[src/rtl/hslc_pkg.sv]
// Shared types, constants and the hue sector decode for the HSL to RGB converter.
// Used by hslc_chan and hsl_to_rgb_converter; depends on nothing else.
package hslc_pkg;

  typedef struct packed {
    logic [23:0] hue;
    logic [15:0] saturation;
    logic [15:0] luminance;
  } hsl_t;

  typedef struct packed {
    logic [15:0] red;
    logic [15:0] green;
    logic [15:0] blue;
  } rgb_t;

  // Sixty-degree hue sectors, named by the channel that ramps within them.
  typedef enum logic [2:0] {
    SEC_GREEN_UP   = 3'd0,
    SEC_RED_DOWN   = 3'd1,
    SEC_BLUE_UP    = 3'd2,
    SEC_GREEN_DOWN = 3'd3,
    SEC_RED_UP     = 3'd4,
    SEC_BLUE_DOWN  = 3'd5
  } sector_t;

  typedef struct packed {
    sector_t    sector;
    logic [3:0] rem;
  } hue_pos_t;

  // The hue above its 10 low bits counts 4-degree steps: 90 per turn, 15 per sector.
  localparam logic [6:0]  HUE_STEPS_TURN  = 7'd90;
  localparam logic [13:0] HUE_STEPS_TURN_W = 14'd90;
  localparam logic [3:0]  HUE_STEPS_SECTOR = 4'd15;
  // ceil(2^24 / 90): exact floor division for any 14-bit step count.
  localparam logic [17:0] HUE_RECIP_TURN  = 18'd186414;
  localparam logic [15:0] HALF_LUM        = 16'h8000;

  function automatic hue_pos_t hue_split(input logic [6:0] steps);
    hue_pos_t p;
    if (steps >= 7'd75) begin
      p.sector = SEC_BLUE_DOWN;
      p.rem    = 4'(steps - 7'd75);
    end else if (steps >= 7'd60) begin
      p.sector = SEC_RED_UP;
      p.rem    = 4'(steps - 7'd60);
    end else if (steps >= 7'd45) begin
      p.sector = SEC_GREEN_DOWN;
      p.rem    = 4'(steps - 7'd45);
    end else if (steps >= 7'd30) begin
      p.sector = SEC_BLUE_UP;
      p.rem    = 4'(steps - 7'd30);
    end else if (steps >= 7'({3'b0, HUE_STEPS_SECTOR})) begin
      p.sector = SEC_RED_DOWN;
      p.rem    = 4'(steps - 7'({3'b0, HUE_STEPS_SECTOR}));
    end else begin
      p.sector = SEC_GREEN_UP;
      p.rem    = steps[3:0];
    end
    return p;
  endfunction

endpackage

[src/rtl/hslc_chan.sv]
// One color channel of the HSL to RGB converter: darken or lighten the ramp value,
// then blend with grey by saturation and round. Uses hslc_pkg.
module hslc_chan #(
  parameter int FRAC_BITS = 16
) (
  input  logic                 clk,
  input  logic [3:0]           en,
  input  logic [FRAC_BITS:0]   ramp,
  input  logic [15:0]          saturation,
  input  logic [15:0]          luminance,
  output logic [15:0]          level
);

  localparam int CW = FRAC_BITS + 1;
  localparam int PW = CW + 16;
  localparam int AW = 50;
  localparam logic [FRAC_BITS:0] ONE = {1'b1, {FRAC_BITS{1'b0}}};

  logic            dark;
  logic [15:0]     lum_diff;
  logic [15:0]     lift;
  logic [CW-1:0]   mul_a;
  logic [15:0]     mul_b;
  logic [16:0]     inv_sat;
  logic [32:0]     grey_full;

  logic            dark_a;
  logic [CW-1:0]   ramp_a;
  logic [PW-1:0]   prod_a;
  logic [15:0]     sat_a;
  logic [31:0]     grey_a;

  logic [CW-1:0]   mixed;
  logic [CW-1:0]   mixed_b;
  logic [15:0]     sat_b;
  logic [31:0]     grey_b;

  logic [PW-1:0]   pv_c;
  logic [31:0]     grey_c;

  logic [AW-1:0]   acc;
  logic [17:0]     rounded;

  // Darkening scales the ramp by twice the luminance; lightening moves it toward
  // one by twice the luminance above one half. Both share one multiplier.
  always_comb begin
    dark      = luminance <= hslc_pkg::HALF_LUM;
    lum_diff  = luminance - hslc_pkg::HALF_LUM;
    lift      = {lum_diff[14:0], 1'b0};
    mul_a     = dark ? ramp : ONE - ramp;
    mul_b     = dark ? luminance : lift;
    inv_sat   = 17'h10000 - {1'b0, saturation};
    grey_full = {17'b0, luminance} * {16'b0, inv_sat};
  end

  always_ff @(posedge clk) begin
    if (en[0]) begin
      dark_a <= dark;
      ramp_a <= ramp;
      prod_a <= PW'(mul_a) * PW'(mul_b);
      sat_a  <= saturation;
      grey_a <= grey_full[31:0];
    end
  end

  assign mixed = dark_a ? prod_a[15 +: CW] : ramp_a + prod_a[16 +: CW];

  always_ff @(posedge clk) begin
    if (en[1]) begin
      mixed_b <= mixed;
      sat_b   <= sat_a;
      grey_b  <= grey_a;
    end
  end

  always_ff @(posedge clk) begin
    if (en[2]) begin
      pv_c   <= PW'(mixed_b) * PW'(sat_b);
      grey_c <= grey_b;
    end
  end

  always_comb begin
    acc = AW'({pv_c, {(32 - FRAC_BITS){1'b0}}}) + AW'({grey_c, 16'b0})
        + (AW'(1) << 31);
    rounded = acc[AW-1:32];
  end

  always_ff @(posedge clk) begin
    if (en[3]) begin
      level <= (rounded[17:16] != 2'b00) ? 16'hFFFF : rounded[15:0];
    end
  end

endmodule

[config.mk]
export PLATFORM = sky130hd
export DESIGN_NAME = hslc_chan
export DESIGN_NICKNAME = d
export VERILOG_FILES = /design/src/rtl/hslc_pkg.sv /design/src/rtl/hslc_chan.sv
export SDC_FILE = /design/constraint.sdc
export NUM_CORES = 2
export LEC_CHECK = 0
export BUFFER_PORTS_ARGS = -buffer_cell sky130_fd_sc_hd__clkbuf_2
export CORE_MARGIN = 1
export CORE_UTILIZATION = 30
export DETAILED_ROUTE_END_ITERATION = 10
export PLACE_DENSITY = 0.49
export SLEW_MARGIN = 5
export SYNTH_ARGS = -nofsm -noshare
export SYNTH_HDL_FRONTEND = slang
export SYNTH_SLANG_ARGS = --single-unit
[constraint.sdc]
create_clock -name clk -period 8.1 [get_ports clk]
set_input_delay 1.215 -clock clk [delete_from_list [all_inputs] [get_ports clk]]
set_output_delay 1.215 -clock clk [all_outputs]
set_load 0.05 [all_outputs]
==> impl_metrics.json <==
{
  "hpwl_um": 79580,
  "dp_slack_ps": -574.5,
  "r2r_cells": 22,
  "drv_cap": 0,
  "drcViolationCount": 0,
  "area_growth_pct": 14.81,
  "yosysWarnings": 0,
  "slew_headroom_pct": 34.92,
  "first_global_vias": 26970,
  "outcome": "complete, no violations",
  "root_buffer": "clkbuf_16",
  "drive_above_1_share_pct": 12.09,
  "grt.overflow.total": 0,
  "final_cell_mix": "inv_1 (719), fa_1 (623), nand2_1 (613)",
  "cp-start-kind": "input port",
  "ys_seq_area_share_pct": 19.21,
  "syn_area_per_cell_um2": 9.833,
  "clk_pin_slew_ps": 60,
  "core_area_um2": 118400,
  "tightest_slew_ps": 976.2,
  "min-delay-start": "grey_b[4]",
  "grt_antenna_before_repair": 4,
  "whs_ps": 411.8,
  "cts.path.max_buffers": 3,
  "nFillCells": 12200,
  "max_clock_freq_ghz": 0.1242,
  "place_congestion": 0.9172,
  "critical_path_arrival_ps": 8340,
  "die_h_um": 348.2,
  "ant_nets": 0,
  "grt_pass1_wl_um": 152700,
  "r2r_start": "mixed_b[7]",
  "via_count": 25380,
  "cts_max_level": 1,
  "ys_ff_latch": 230,
  "rsz0062_at_grt": "true",
  "skew_ps": 21.82,
  "placementRows": 126,
  "setup_viol": 0,
  "syn-instance-count": 3657,
  "pin_count": 70,
  "r2r_setup_slack_ps": 1420,
  "cts_tree": "yes",
  "dieArea_um2": 121300,
  "track_usage_pct": 16.16,
  "ys.flop_type": "edfxtp_1",
  "hold_depth": 0,
  "clkSinkCount": 230,
  "timing.final.ws_setup_ps": 45.66,
  "dr.pass1.iters": 5,
  "num-nets-final": 4990,
  "mostFrequentLayoutCell": "inv_1",
  "first_iter_violations": 1285,
  "finish.utilization_pct": 34.87,
  "final-max-slew-violation-count": 0,
  "synth_edf_count": 230,
  "dieWidth_um": 348.2,
  "worstSetupStartpoint": "ramp[3]",
  "syn-cell-area_um2": 35960,
  "fin_crit_sh_pct": 99.44,
  "viasPerCell": 4.577,
  "syn_nets": 4722,
  "period_needed_ps": 8054,
  "crit_type": "input port to register",
  "cp_max_fo": 4,
  "synth_cell_types": 84,
  "crit_required_ps": 8380,
  "drt_wl_total_um": 96530,
  "cts_buffers": 25,
  "hp-class": "register to register",
  "worst_skew_pair.late_latency_ps": 550,
  "hold_viol_final": 0,
  "crit_path_end_kind": "register",
  "grt_max_degree": 66,
  "start_util_pct": 30.37,
  "wl_per_cell_um": 17.41,
  "port_buffers": 69,
  "async_flop_share_pct": 0,
  "antenna_cells": 0
}
==> what timing repair did <==
action	CTS	global route
pin swaps	0	33
endpoints found under the setup margin	2	15
hold buffers	0	0
resized for setup	1	44
endpoints found under the hold margin	0	0
buffers inserted	0	11
==> state kept, by name (all words and copies together), names as in the netlist <==
name and flops:
pv_c 33, grey_a 32, grey_b 32, grey_c 32, prod_a 18, mixed_b 17
ramp_a 17, level 16, sat_a 16, sat_b 16, dark_a 1
==> stage by stage <==
step                instance area (um^2)  instances  TNS [ps]
floorplan                          35980       3657    -7.764
global placement                   40080       5487     -5012
detailed placement                 40080       5487     -6797
CTS                                41000       5533         0
global route                       41280       5544    -877.3
finish                             41280       5544         0
==> final timing paths <==
| kind | end |
|---|---|
| worst max-delay path | prod_a[32] |
| worst min-delay path | grey_c[4] |
| worst max register to register | pv_c[32] |
| worst min register to register | grey_c[4] |
==> area by class of cell <==
class / instances / area (um^2) / share of cell area, %
Clock buffer: 27 / 633.1 / 1.534
Clock inverter: 19 / 277.8 / 0.6728
Inverter: 724 / 2718 / 6.583
Multi-Input combinational cell: 2580 / 26040 / 63.07
Sequential cell: 230 / 6907 / 16.73
Tap cell: 1600 / 2002 / 4.849
Timing Repair Buffer: 364 / 2709 / 6.561
==> critical path: stages <==
cell       delay (ps)
buf_8             100
or4_4             520
or3_4             460
buf_6             140
nor3_4            240
a21oi_2           140
xor2_2            280
nand2_1           120
fa_1              530
fa_1              520
fa_1              510
inv_2              40
fa_1              480
fa_1              560
inv_2              50
fa_1              520
inv_2              50
ha_4              240
and2_4            140
buf_6             100
o2111a_2          170
o311ai_4          350
a21boi_4          120
a41oi_2           260
nor2_2             70
a2111oi_4         280
xnor2_1           110
==> cell usage after synthesis, types with 16 or more instances <==
master    count  share of area [%]
nor3_1       25               0.35
ha_1        388                 14
edfxtp_1    230                 19
fa_1        623                 35
nand3_1      24               0.33
nor2_1      170                1.8
a21o_1       44               0.92
and2_1      208                3.6
nand2_1     613                6.4
o21ai_0      50               0.70
a21oi_1      77                1.1
inv_1       722                7.5
and3_1       16               0.28
clkbuf_1    108                1.1
xnor2_1      88                2.1
xor2_1       58                1.4
==> metal layers <==
| layer | vias up | part of all wire [%] | wire [um] | track usage, % |
|---|---|---|---|---|
| met2 | 483 | 47 | 45540 | 27.01 |
| met3 | 83 | 4.2 | 4092 | 1.583 |
| met4 | 2 | 1.7 | 1613 | 2.949 |
| met1 | 12920 | 47 | 45260 | 22.77 |
| li1 | 11890 | - | - | - |
| met5 | - | 0.013 | 13 | 0 |
==> logic make-up (layout without fill, tap and decap cells) <==
logic type,after synthesis,in the layout,synth area share (%)
simple gates,1122,1122,14.16
mux,15,15,0.4315
buf+inv,847,1134,8.925
flops,230,230,19.21
compound gates,284,284,5.445
fa+ha+maj,1011,1011,48.18
xor+xnor,148,148,3.646
Power is left out: the tool's default activity adds up to more than one toggle a clock period on the data nets, which glitch-free logic cannot reach.
